## src/hdl/dgst_pkg.sv

```systemverilog
// shared types and constants for the session sequence tracker
package dgst_pkg;

  localparam logic [7:0]  MSG_CONNECT    = 8'd3;
  localparam logic [7:0]  MSG_PING       = 8'd1;
  localparam logic [31:0] ACT_CONNECT    = 32'd0;
  localparam logic [19:0] IDLE_LIMIT_RST = 20'd30000;
  localparam logic [4:0]  REMOVED_MAX    = 5'd31;
  localparam logic [31:0] IDLE_SAT       = 32'hFFFF_FFFF;

  typedef enum logic [3:0] {
    ST_NEW_ACK    = 4'd0,
    ST_REPEAT_ACK = 4'd1,
    ST_PING       = 4'd2,
    ST_DUP_REACK  = 4'd3,
    ST_GAP_DROP   = 4'd4,
    ST_FWD_ACK    = 4'd5,
    ST_UNKNOWN    = 4'd6,
    ST_TABLE_FULL = 4'd7,
    ST_TICK_DONE  = 4'd8
  } status_t;

  // one session entry as kept in the table memory
  typedef struct packed {
    logic [31:0]        addr;
    logic [15:0]        port;
    logic [31:0]        player;
    logic signed [31:0] last_req;
    logic [31:0]        idle;
  } ent_t;

  localparam int ENT_W = $bits(ent_t);

  // flags from the shared compare/add unit
  typedef struct packed {
    logic        hit;
    logic        stale;
    logic        in_order;
    logic        expire;
    logic [31:0] idle_new;
  } alu_res_t;

endpackage

```

## src/hdl/dgst_ram.sv

```systemverilog
// generic simple dual-port ram with registered read
module dgst_ram #(
  parameter int WIDTH = 8,
  parameter int DEPTH = 16
) (
  input  logic                                      clk,
  input  logic                                      we,
  input  logic [((DEPTH > 1) ? $clog2(DEPTH) : 1)-1:0] waddr,
  input  logic [WIDTH-1:0]                          wdata,
  input  logic [((DEPTH > 1) ? $clog2(DEPTH) : 1)-1:0] raddr,
  output logic [WIDTH-1:0]                          rdata
);

  logic [WIDTH-1:0] mem [DEPTH];

  always_ff @(posedge clk) begin
    if (we) begin
      mem[waddr] <= wdata;
    end
    rdata <= mem[raddr];
  end

endmodule

```

## src/hdl/dgst_alu.sv

```systemverilog
// shared compare and saturating add unit used by the scan steps and the decide step
module dgst_alu (
  input  dgst_pkg::ent_t      ent,
  input  logic [31:0]         addr,
  input  logic [15:0]         port,
  input  logic signed [31:0]  req,
  input  logic [15:0]         delay,
  input  logic [19:0]         limit,
  output dgst_pkg::alu_res_t  res
);
  import dgst_pkg::*;

  logic [32:0]        sum;
  logic signed [31:0] last_inc;

  always_comb begin
    sum          = {1'b0, ent.idle} + {17'b0, delay};
    // wrap of last+1 only matters when last is the max value, which is stale anyway
    last_inc     = ent.last_req + 32'sd1;
    res.hit      = (ent.addr == addr) && (ent.port == port);
    res.stale    = ($signed(ent.last_req) >= req);
    res.in_order = (last_inc == req);
    res.idle_new = sum[32] ? IDLE_SAT : sum[31:0];
    res.expire   = (res.idle_new >= {12'b0, limit});
  end

endmodule

```

## src/hdl/datagram_session_sequence_tracker_core.sv

```systemverilog
// top level: session table sequencer with table memory and shared compare unit
// a datagram scans every slot of the table memory, then decides in S_DEXEC and strobes
//   out_valid; a tick strobes at the end of its scan; one slot is read per cycle
// busy is high from start until the result strobe, and no new request is taken meanwhile
// the result strobe lasts one cycle and cannot be stalled
// reset (rst_n low, synchronous) empties the table, clears the player counter and
//   sets idle_limit to 30000; no clearing pass is needed
module datagram_session_sequence_tracker_core #(
  parameter int MAX_SESSIONS = 16
) (
  input  logic                clk,
  input  logic                rst_n,
  input  logic                start,
  output logic                busy,
  input  logic                in_kind,
  input  logic [7:0]          in_msg_type,
  input  logic signed [31:0]  in_req_id,
  input  logic [31:0]         in_action_code,
  input  logic [31:0]         in_entity_id,
  input  logic [63:0]         in_args_high,
  input  logic [63:0]         in_args_low,
  input  logic [31:0]         in_src_addr,
  input  logic [15:0]         in_src_port,
  input  logic [15:0]         in_tick_delay,
  output logic                out_valid,
  output logic [3:0]          out_status,
  output logic signed [31:0]  out_ack_req_id,
  output logic [31:0]         out_ack_value,
  output logic [31:0]         out_dest_addr,
  output logic [15:0]         out_dest_port,
  output logic [31:0]         out_player_id,
  output logic [31:0]         out_fwd_action,
  output logic [31:0]         out_fwd_entity,
  output logic [63:0]         out_fwd_args_high,
  output logic [63:0]         out_fwd_args_low,
  output logic [4:0]          out_removed_count,
  input  logic                cfg_valid,
  output logic                cfg_ready,
  input  logic [19:0]         cfg_idle_limit
);
  import dgst_pkg::*;

  localparam int IDX_W = (MAX_SESSIONS > 1) ? $clog2(MAX_SESSIONS) : 1;
  localparam int CNT_W = $clog2(MAX_SESSIONS + 1);
  localparam logic [CNT_W-1:0] CNT_END = CNT_W'(MAX_SESSIONS);

  typedef enum logic [1:0] {
    S_IDLE,
    S_DSCAN,
    S_DEXEC,
    S_TSCAN
  } state_t;

  state_t                  state_r;
  logic [MAX_SESSIONS-1:0] valid_r;
  logic [19:0]             limit_r;
  logic [31:0]             next_player_r;
  logic [CNT_W-1:0]        cnt_r;
  logic                    pend_r;
  logic [IDX_W-1:0]        pend_idx_r;
  logic                    hit_r;
  logic [IDX_W-1:0]        hit_idx_r;
  ent_t                    ent_r;
  logic                    free_found_r;
  logic [IDX_W-1:0]        free_idx_r;
  logic [4:0]              removed_r;
  logic [4:0]              removed_nxt;

  // latched request
  logic [7:0]         mtype_r;
  logic signed [31:0] req_r;
  logic [31:0]        action_r;
  logic [31:0]        entity_r;
  logic [63:0]        args_high_r;
  logic [63:0]        args_low_r;
  logic [31:0]        addr_r;
  logic [15:0]        port_r;
  logic [15:0]        delay_r;

  // registered result
  logic               out_valid_r;
  status_t            status_r;
  logic signed [31:0] ack_req_r;
  logic [31:0]        ack_value_r;
  logic [31:0]        dest_addr_r;
  logic [15:0]        dest_port_r;
  logic [31:0]        player_r;
  logic [31:0]        fwd_action_r;
  logic [31:0]        fwd_entity_r;
  logic [63:0]        fwd_args_high_r;
  logic [63:0]        fwd_args_low_r;
  logic [4:0]         removed_out_r;

  logic [IDX_W-1:0] cnt_idx;
  logic             issue;
  logic             ram_we;
  logic [IDX_W-1:0] ram_waddr;
  ent_t             ram_wdata;
  logic [ENT_W-1:0] ram_rdata;
  ent_t             rd_ent;
  ent_t             alu_ent;
  alu_res_t         alu;
  logic             is_connect;
  logic             is_ping;
  logic [31:0]      np;

  assign cnt_idx    = cnt_r[IDX_W-1:0];
  assign issue      = (cnt_r != CNT_END);
  assign rd_ent     = ent_t'(ram_rdata);
  assign alu_ent    = (state_r == S_DEXEC) ? ent_r : rd_ent;
  assign is_connect = (mtype_r == MSG_CONNECT) && (action_r == ACT_CONNECT);
  assign is_ping    = (mtype_r == MSG_PING);
  assign np         = next_player_r + 32'd1;

  dgst_ram #(
    .WIDTH(ENT_W),
    .DEPTH(MAX_SESSIONS)
  ) u_table (
    .clk  (clk),
    .we   (ram_we),
    .waddr(ram_waddr),
    .wdata(ram_wdata),
    .raddr(cnt_idx),
    .rdata(ram_rdata)
  );

  dgst_alu u_alu (
    .ent  (alu_ent),
    .addr (addr_r),
    .port (port_r),
    .req  (req_r),
    .delay(delay_r),
    .limit(limit_r),
    .res  (alu)
  );

  always_comb begin
    removed_nxt = removed_r;
    if (state_r == S_TSCAN && pend_r && valid_r[pend_idx_r] && alu.expire &&
        removed_r != REMOVED_MAX) begin
      removed_nxt = removed_r + 5'd1;
    end
  end

  // table write port
  always_comb begin
    ram_we    = 1'b0;
    ram_waddr = pend_idx_r;
    ram_wdata = rd_ent;
    case (state_r)
      S_TSCAN: begin
        if (pend_r && valid_r[pend_idx_r]) begin
          ram_we         = 1'b1;
          ram_wdata.idle = alu.idle_new;
        end
      end
      S_DEXEC: begin
        ram_waddr = hit_idx_r;
        ram_wdata = ent_r;
        if (is_connect) begin
          if (hit_r) begin
            ram_we             = 1'b1;
            ram_wdata.last_req = req_r;
          end else if (free_found_r) begin
            ram_we             = 1'b1;
            ram_waddr          = free_idx_r;
            ram_wdata.addr     = addr_r;
            ram_wdata.port     = port_r;
            ram_wdata.player   = np;
            ram_wdata.last_req = req_r;
            ram_wdata.idle     = 32'd0;
          end
        end else if (hit_r) begin
          ram_we         = 1'b1;
          ram_wdata.idle = 32'd0;
          if (!is_ping && !alu.stale && alu.in_order) begin
            ram_wdata.last_req = req_r;
          end
        end
      end
      default: begin
      end
    endcase
  end

  always_ff @(posedge clk) begin
    if (!rst_n) begin
      state_r       <= S_IDLE;
      valid_r       <= '0;
      limit_r       <= IDLE_LIMIT_RST;
      next_player_r <= 32'd0;
      cnt_r         <= '0;
      pend_r        <= 1'b0;
      hit_r         <= 1'b0;
      free_found_r  <= 1'b0;
      removed_r     <= 5'd0;
      out_valid_r   <= 1'b0;
    end else begin
      out_valid_r <= 1'b0;
      if (cfg_valid && cfg_ready) begin
        limit_r <= cfg_idle_limit;
      end
      case (state_r)
        S_IDLE: begin
          if (start) begin
            mtype_r      <= in_msg_type;
            req_r        <= in_req_id;
            action_r     <= in_action_code;
            entity_r     <= in_entity_id;
            args_high_r  <= in_args_high;
            args_low_r   <= in_args_low;
            addr_r       <= in_src_addr;
            port_r       <= in_src_port;
            delay_r      <= in_tick_delay;
            cnt_r        <= '0;
            pend_r       <= 1'b0;
            hit_r        <= 1'b0;
            free_found_r <= 1'b0;
            removed_r    <= 5'd0;
            state_r      <= in_kind ? S_TSCAN : S_DSCAN;
          end
        end
        S_DSCAN: begin
          pend_r     <= issue;
          pend_idx_r <= cnt_idx;
          if (issue) begin
            cnt_r <= cnt_r + 1'b1;
            // lowest free slot, in case this is a new client
            if (!free_found_r && !valid_r[cnt_idx]) begin
              free_found_r <= 1'b1;
              free_idx_r   <= cnt_idx;
            end
          end
          if (pend_r && valid_r[pend_idx_r] && alu.hit && !hit_r) begin
            hit_r     <= 1'b1;
            hit_idx_r <= pend_idx_r;
            ent_r     <= rd_ent;
          end
          if (!issue) begin
            state_r <= S_DEXEC;
          end
        end
        S_DEXEC: begin
          out_valid_r     <= 1'b1;
          ack_req_r       <= 32'sd0;
          ack_value_r     <= 32'd0;
          dest_addr_r     <= 32'd0;
          dest_port_r     <= 16'd0;
          player_r        <= 32'd0;
          fwd_action_r    <= 32'd0;
          fwd_entity_r    <= 32'd0;
          fwd_args_high_r <= 64'd0;
          fwd_args_low_r  <= 64'd0;
          removed_out_r   <= 5'd0;
          if (is_connect) begin
            if (hit_r || free_found_r) begin
              ack_req_r   <= req_r;
              dest_addr_r <= addr_r;
              dest_port_r <= port_r;
            end
            if (hit_r) begin
              status_r    <= ST_REPEAT_ACK;
              ack_value_r <= ent_r.player;
              player_r    <= ent_r.player;
            end else if (free_found_r) begin
              status_r              <= ST_NEW_ACK;
              ack_value_r           <= np;
              player_r              <= np;
              next_player_r         <= np;
              valid_r[free_idx_r]   <= 1'b1;
            end else begin
              status_r <= ST_TABLE_FULL;
            end
          end else if (!hit_r) begin
            status_r <= ST_UNKNOWN;
          end else begin
            player_r <= ent_r.player;
            if (is_ping) begin
              status_r <= ST_PING;
            end else if (alu.stale) begin
              status_r    <= ST_DUP_REACK;
              ack_req_r   <= req_r;
              dest_addr_r <= addr_r;
              dest_port_r <= port_r;
            end else if (!alu.in_order) begin
              status_r <= ST_GAP_DROP;
            end else begin
              status_r        <= ST_FWD_ACK;
              ack_req_r       <= req_r;
              ack_value_r     <= ent_r.player;
              dest_addr_r     <= addr_r;
              dest_port_r     <= port_r;
              fwd_action_r    <= action_r;
              fwd_entity_r    <= entity_r;
              fwd_args_high_r <= args_high_r;
              fwd_args_low_r  <= args_low_r;
            end
          end
          state_r <= S_IDLE;
        end
        S_TSCAN: begin
          pend_r     <= issue;
          pend_idx_r <= cnt_idx;
          removed_r  <= removed_nxt;
          if (issue) begin
            cnt_r <= cnt_r + 1'b1;
          end
          if (pend_r && valid_r[pend_idx_r] && alu.expire) begin
            valid_r[pend_idx_r] <= 1'b0;
          end
          if (!issue) begin
            out_valid_r     <= 1'b1;
            status_r        <= ST_TICK_DONE;
            ack_req_r       <= 32'sd0;
            ack_value_r     <= 32'd0;
            dest_addr_r     <= 32'd0;
            dest_port_r     <= 16'd0;
            player_r        <= 32'd0;
            fwd_action_r    <= 32'd0;
            fwd_entity_r    <= 32'd0;
            fwd_args_high_r <= 64'd0;
            fwd_args_low_r  <= 64'd0;
            removed_out_r   <= removed_nxt;
            state_r         <= S_IDLE;
          end
        end
        default: begin
          state_r <= S_IDLE;
        end
      endcase
    end
  end

  assign busy              = (state_r != S_IDLE);
  assign cfg_ready         = (state_r == S_IDLE);
  assign out_valid         = out_valid_r;
  assign out_status        = status_r;
  assign out_ack_req_id    = ack_req_r;
  assign out_ack_value     = ack_value_r;
  assign out_dest_addr     = dest_addr_r;
  assign out_dest_port     = dest_port_r;
  assign out_player_id     = player_r;
  assign out_fwd_action    = fwd_action_r;
  assign out_fwd_entity    = fwd_entity_r;
  assign out_fwd_args_high = fwd_args_high_r;
  assign out_fwd_args_low  = fwd_args_low_r;
  assign out_removed_count = removed_out_r;

  // a taken request always leads to a busy period
  a_start_busy: assert property (@(posedge clk) disable iff (!rst_n)
    (start && !busy) |=> busy)
    else $error("request taken but block not busy");

  // the result strobe is a single cycle
  a_strobe_single: assert property (@(posedge clk) disable iff (!rst_n)
    out_valid |=> !out_valid)
    else $error("result strobe held for more than one cycle");

  // a result only follows a busy period
  a_strobe_after_busy: assert property (@(posedge clk) disable iff (!rst_n)
    out_valid |-> $past(busy))
    else $error("result without a preceding request");

  // only ticks report removed sessions
  a_removed_tick_only: assert property (@(posedge clk) disable iff (!rst_n)
    (out_valid && out_status != ST_TICK_DONE) |-> (out_removed_count == 5'd0))
    else $error("removed count on a datagram result");

endmodule
```

## config.mk

```make
export PLATFORM = sky130hd
export DESIGN_NAME = datagram_session_sequence_tracker_core
export DESIGN_NICKNAME = d
export VERILOG_FILES = /design/src/hdl/dgst_pkg.sv /design/src/hdl/dgst_ram.sv /design/src/hdl/dgst_alu.sv /design/src/hdl/datagram_session_sequence_tracker_core.sv
export SDC_FILE = /design/constraint.sdc
export NUM_CORES = 2
export LEC_CHECK = 0
export BUFFER_PORTS_ARGS = -buffer_cell sky130_fd_sc_hd__buf_2
export CORE_UTILIZATION = 50
export CTS_CLUSTER_DIAMETER = 150
export CTS_CLUSTER_SIZE = 8
export DETAILED_ROUTE_END_ITERATION = 10
export GPL_TIMING_DRIVEN = 0
export PLACE_DENSITY_LB_ADDON = 0.1
export SETUP_SLACK_MARGIN = 0.2
export SLEW_MARGIN = 30
export SYNTH_ARGS = -nofsm -noshare
export SYNTH_HDL_FRONTEND = slang
export SYNTH_SLANG_ARGS = --single-unit
```

## constraint.sdc

```tcl
create_clock -name clk -period 45.7 [get_ports clk]
set_input_delay 4.57 -clock clk [delete_from_list [all_inputs] [get_ports clk]]
set_output_delay 4.57 -clock clk [all_outputs]
set_load 0.02 [all_outputs]
```

Yosys cells after proc, flatten, opt, wreduce, memory -nomap -nowiden
Memory sizes are Yosys's and may differ from the RTL's. A register that Yosys moved wholly into a read port is not among the register bits.
Index checks and enable logic that the tools add are counted.

storage, ports and cells
  bits in registers = 881
  memory bits (writable) = 2304
  input bits = 321
  output and inout bits = 348
  memories kept = 1

cells by class
  $add $sub $neg = 5
  $lt $le $gt $ge = 7
  equality and inequality tests = 21
  mux-type cells = 127
  bitwise operators = 4
  reductions and logical operators = 43

memories
  name         words  width  rd ports  clocked after memory_dff  write ports  RTL line        text
  u_table.mem  16     144    1         1                         1            dgst_ram.sv:14  logic [WIDTH-1:0] mem [DEPTH];

operators by type and width
  cell                                           number
  2-to-1 mux 32 bit                              37
  2-to-1 mux 64 bit                              13
  case mux 32 bit (2 select lines)               7
  2-to-1 mux 144 bit                             2
  case mux 64 bit (2 select lines)               2
  2-to-1 mux 16 bit                              11
  2-to-1 mux 80 bit                              2
  2-to-1 mux 112 bit                             1
  equality test 32 bit                           2
  case mux 16 bit (2 select lines)               2
  adder 32 x 16 -> 33 bit                        1
  adder 32 x 1 -> 32 bit, second input constant  1
  adder 32 x 2 -> 32 bit, second input constant  1
  >= comparator 32 x 20 -> 1 bit                 1
  >= comparator 32 bit                           1
  zero test 32 bit                               1
  case mux 5 bit (2 select lines)                3
  2-to-1 mux 4 bit                               6
  2-to-1 mux 5 bit                               4
  != test 2 bit, second input constant           9
  AND reduction 3 bit                            6
  2-to-1 mux 1 bit                               17
  AND 16 bit                                     1
  equality test 16 bit                           1
  other kinds (28)                               75

Depth between registers and ports, before layout
  depth in word-level cells = 10
  mapped depth = 37
  depth with buffers taken out = 26

Cells and area by module
From an unflattened synthesis, not the netlist that was laid out.

unflattened totals
  cells, all modules = 7070
  area, all modules = 129211.4 sq um

by module, submodules not included
  module                                  instances  cells each  area an instance (sq um)
  dgst_ram                                1          3766        89390.7
  datagram_session_sequence_tracker_core  1          2690        35531.6
  dgst_alu                                1          614         4289.1

Worst setup path before layout
No wires, ideal clock.

  kind = input -> register
  start = in rst_n
  end = reg action_r[0] (enable)
  arrival = 17.435 ns
  setup slack = 27.304 ns
  stages = 4
  cells stage by stage = clkbuf_1 > inv_2 > clkbuf_1 > nor2_1

between the ends
  cells in the longest elaborated chain, start to end = 1

ends and longest elaborated chain
  item                                  RTL line                                       text
  from (decl)                           datagram_session_sequence_tracker_core.sv:12   input logic rst_n,
  AND reduction 3 bit (no source line)  -
  to (signal assigned)                  datagram_session_sequence_tracker_core.sv:208  action_r <= in_action_code;
  to (decl)                             datagram_session_sequence_tracker_core.sv:72   logic [31:0] action_r;

Every way passes these cells.
A chain may end at the register's enable or synchronous reset.

Final worst setup path
  start = reg state_r[0]
  end = reg removed_r[1]

between the ends
  cells in the longest elaborated chain, start to end = 9
  elaborated cells between the ends (all ways) = 16

ends and longest elaborated chain
  item                             RTL line                                       text
  from (decl)                      datagram_session_sequence_tracker_core.sv:54   state_t state_r;
  from (signal assigned)           datagram_session_sequence_tracker_core.sv:220  state_r <= in_kind ? S_TSCAN : S_DSCAN;
  equality test 2 bit              datagram_session_sequence_tracker_core.sv:110  assign alu_ent = (state_r == S_DEXEC) ? ent_r : rd_ent;
  2-to-1 mux 144 bit               datagram_session_sequence_tracker_core.sv:110
  adder 32 x 16 -> 33 bit          dgst_alu.sv:17                                 sum = {1'b0, ent.idle} + {17'b0, delay};
  2-to-1 mux 32 bit                dgst_alu.sv:23                                 res.idle_new = sum[32] ? IDLE_SAT : sum[31:0];
  >= comparator 32 x 20 -> 1 bit   dgst_alu.sv:24                                 res.expire = (res.idle_new >= {12'b0, limit});
  logical AND 1 bit (2 in series)  datagram_session_sequence_tracker_core.sv:139  if (state_r == S_TSCAN && pend_r && valid_r[pend_idx_r] && alu.expire &&
  2-to-1 mux 5 bit                 datagram_session_sequence_tracker_core.sv:139
  case mux 5 bit (2 select lines)  datagram_session_sequence_tracker_core.sv:203  case (state_r)
  to (signal assigned)             datagram_session_sequence_tracker_core.sv:304  removed_r <= removed_nxt;
  to (decl)                        datagram_session_sequence_tracker_core.sv:66   logic [4:0] removed_r;

Several ways; a longest one is shown, not always the timed one.

==> flow_metrics.env <==
export IMPL_grt_max_degree=50
export IMPL_yosys_top_cells_area="edfxtp_1 (72%), mux4_2 (13%), dfxtp_1 (3.5%)"
export IMPL_drv_cap=0
export IMPL_multi_input_area_mm2=0.0302
export IMPL_p_seq_share_pct=49.2
export IMPL_r2r_start="state_r[0]$_SDFFE_PN0P_"
export IMPL_synth_edff_count=3101
export IMPL_core_mm2=0.255
export IMPL_p_sw_share_pct=21.9
export IMPL_die_area_mm2=0.259
export IMPL_antenna_found_initial=50
export IMPL_hold_start="u_table.rdata[84]$_DFF_P_"
export IMPL_cts_resized=0
export IMPL_syn_inst=6578
export IMPL_final_core_util_pct=61.6
export IMPL_fillers=18200
export IMPL_worst_pin_slew_ps=1080
export IMPL_port_buffers=667
export IMPL_critical_path_arrival_ps=14940
export IMPL_post_synth_num_cell_types=76
export IMPL_drt_pass1_iterations=6
export IMPL_overflow=0
export IMPL_design_area_mm2=0.157
export IMPL_final_common_cell="edfxtp_1"
export IMPL_via_per_inst=6.08
export IMPL_area_growth_pct=22.1
export IMPL_htreeDepth=5
export IMPL_max_stage_delay_ps=870
export IMPL_cp_required_ps=46550
export IMPL_hold_class="reg -> reg"
export IMPL_ant_nets=0
export IMPL_cts_tree="yes"
export IMPL_remaining_drc_errors=0
export IMPL_status="completed"
export IMPL_dr_max_layer_used="met5"
export IMPL_placed_area_mm2=0.143
export IMPL_synth_area_leader_cell="edfxtp_1"
export IMPL_synth_flop_cell="edfxtp_1"
export IMPL_cts_setup_buffers=0
export IMPL_clock_root_buffer="clkbuf_16"
export IMPL_reg2reg_setup_slack_ps=31610
export IMPL_combPwrFrac_pct=5.8
export IMPL_die_y_um=509
export IMPL_met3_length_mm=33.4
export IMPL_wl_mm=378
export IMPL_ys_async_sr_fraction_pct=0
export IMPL_slew_violations=0
export IMPL_ys_ff_latch=3329
export IMPL_grt_setup_unrepaired="no"
export IMPL_rows=185
export IMPL_postCtsHoldBufs=0
export IMPL_finalCritPeriodShare_pct=30.8
export IMPL_critPathKind="reg -> reg"
export IMPL_place_hpwl_mm=261
export IMPL_wl_met1_mm=147
export IMPL_peakVddDrop_v=0.0000391
export IMPL_slew_headroom_pct=28.2
export IMPL_ys_seq_area_share_pct=75.9
export IMPL_holdPathStages=0
export IMPL_wl_per_cell_um=32.1
export IMPL_power_density_mw_per_mm2=44.3
export IMPL_route_met2_wl_mm=182
export IMPL_worst_hold_path_endpoint="ent_r[84]$_DFFE_PP_"
export IMPL_drive_above_1_share_pct=29.8
export IMPL_synth_top_area_share_pct=72.3
export IMPL_grt_pass1_vias=72100
export IMPL_power_switching_mw=1.53
export IMPL_register_area_mm2=0.0977
export IMPL_place_inst=10900
export IMPL_cts_sinks=3329
export IMPL_drt_iter0_markers=8155
export IMPL_ctsLongestPathBuffers=4
export IMPL_finalNonFillerCells=11800
export IMPL_p_leak_nw=53.4
export IMPL_clock_power_share_pct=45.0
export IMPL_timing_final_ws_setup_ps=31610
export IMPL_endpoint_kind="flip-flop"
export IMPL_dieWidth_um=509
export IMPL_syn_nets=6974
export IMPL_clkTransAtPathRegs_ps=50
export IMPL_yosysWarnings=0
export IMPL_crit_top_cell="buf_2"
export IMPL_layout_common_cells="edfxtp_1 (3101), mux4_2 (730), buf_2 (725), clkbuf_1 (476), clkbuf_16 (468)"
export IMPL_hold_viol_final=0
export IMPL_fin_crit_ps=14090
export IMPL_setup_viol_count_final=0
export IMPL_vias=71500
export IMPL_avgSynthCellArea_um2=19.6
export IMPL_start_util_pct=50.5
export IMPL_reg2reg_depth=39
export IMPL_worst_path_max_delay_cell="nand4_1"
export IMPL_fin_setup_tns_ps=0
export IMPL_cts_buffers_inserted=458
export IMPL_max_clock_freq_ghz=0.0710
export IMPL_ios=669
export IMPL_clk_latency_ps=930
export IMPL_dp_slack_ps=31680
export IMPL_place_gp_congestion=0.888
export IMPL_intPower_mw=5.44
export IMPL_gr_usage_all_layers_pct=29.0
export IMPL_nets=8379
export IMPL_grt_pass1_wl_mm=529
export IMPL_r2r_end="removed_r[1]$_SDFFE_PN0P_"
export IMPL_finClkSkew_ps=66.1
export IMPL_syn_area_mm2=0.129
export IMPL_crit_fanout=13
export IMPL_worst_setup_path_start_kind="flip-flop"
-- how the worst max path moves through the flow --
stage | start | end | slack (ps) | cells past startpoint
final | state_r[0]$_SDFFE_PN0P_ | removed_r[1]$_SDFFE_PN0P_ | 31610 | 39
after global routing | state_r[0]$_SDFFE_PN0P_ | removed_r[4]$_SDFFE_PN0P_ | 31380 | 39
after CTS | state_r[0]$_SDFFE_PN0P_ | removed_r[1]$_SDFFE_PN0P_ | 31650 | 39
after detailed placement | state_r[0]$_SDFFE_PN0P_ | removed_r[1]$_SDFFE_PN0P_ | 31680 | 39
after global placement | state_r[0]$_SDFFE_PN0P_ | ent_r[47]$_DFFE_PP_ | 16440 | 14
after floorplan | rst_n | action_r[0]$_DFFE_PP_ | 27300 | 4
-- cell families (layout without fill, tap and decap cells) --
logic type	Yosys count	count (layout)	synth area share [%]
compound gates	553	553	2.68
buf+inv	411	2161	1.23
simple gates	1169	1169	4.39
mux	887	887	14.0
fa+ha+maj	75	75	0.735
xor+xnor	154	154	1.06
flops	3329	3329	75.9
other cells	0	56	0
-- cell usage after synthesis, types with 46 or more instances --
cell type  number
inv_1          91
nor2_1        196
xor2_1         57
nand2_1       453
mux2i_1       144
mux4_2        730
nor3_1         46
clkbuf_1      232
a31oi_1        65
xnor2_1        96
a21oi_1       176
buf_1          56
and2_1        246
dfxtp_1       228
o21ai_0       110
ha_1           74
edfxtp_1     3101
-- worst max-delay path: cells and delay by family, from the launching register on --
kind,cells,cell delay (ps)
AND/OR/NAND/NOR,12,3390
AO/OA/AOI/OAI,9,2960
buffers and inverters,15,5870
adder cells (fa/ha/maj),3,950
flip-flops,1,700
-- metrics by stage --
stage | power, mW | hold WS [ps]
global route | 7.15 | 433
finish | 6.97 | 426
detailed placement | 3.88 | 415
CTS | 7.00 | 427
floorplan | 3.73 | 408
global placement | 3.88 | 411
-- final cells by class --
class	count	area share, %
clock buffers	790	8.22
clock inverters	15	0.152
well taps	3366	2.68
multi-input cells	2838	19.2
repair buffers	945	6.33
plain buffers	318	0.883
flip-flops and latches	3329	62.2
diodes	56	0.0892
inverters	93	0.222
-- registers in the layout, summed over array words and instances, names as in the netlist, 20 cells and up --
register,flops
u_table.mem,2304
ent_r,144
u_table.rdata,144
args_high_r,64
args_low_r,64
out_fwd_args_high,64
out_fwd_args_low,64
action_r,32
addr_r,32
entity_r,32
next_player_r,32
out_ack_req_id,32
out_ack_value,32
out_dest_addr,32
out_fwd_action,32
out_fwd_entity,32
out_player_id,32
req_r,32
limit_r,20
-- per-layer routing --
layer  vias up  GRT usage (%)
met5         -              0
met4        20           11.1
met3       639           6.14
met2      3665           46.8
met1     37600           38.9
li1      29600              -
-- power by group through the flow --
stage,Sequential (mW),Combinational (mW),Clock [mW]
after global routing,3.43,0.434,3.30
after CTS,3.43,0.401,3.18
final,3.43,0.405,3.14
after detailed placement,3.49,0.399,0
after global placement,3.51,0.371,0
after floorplan,3.49,0.238,0
(Power assumes the default switching activity.)
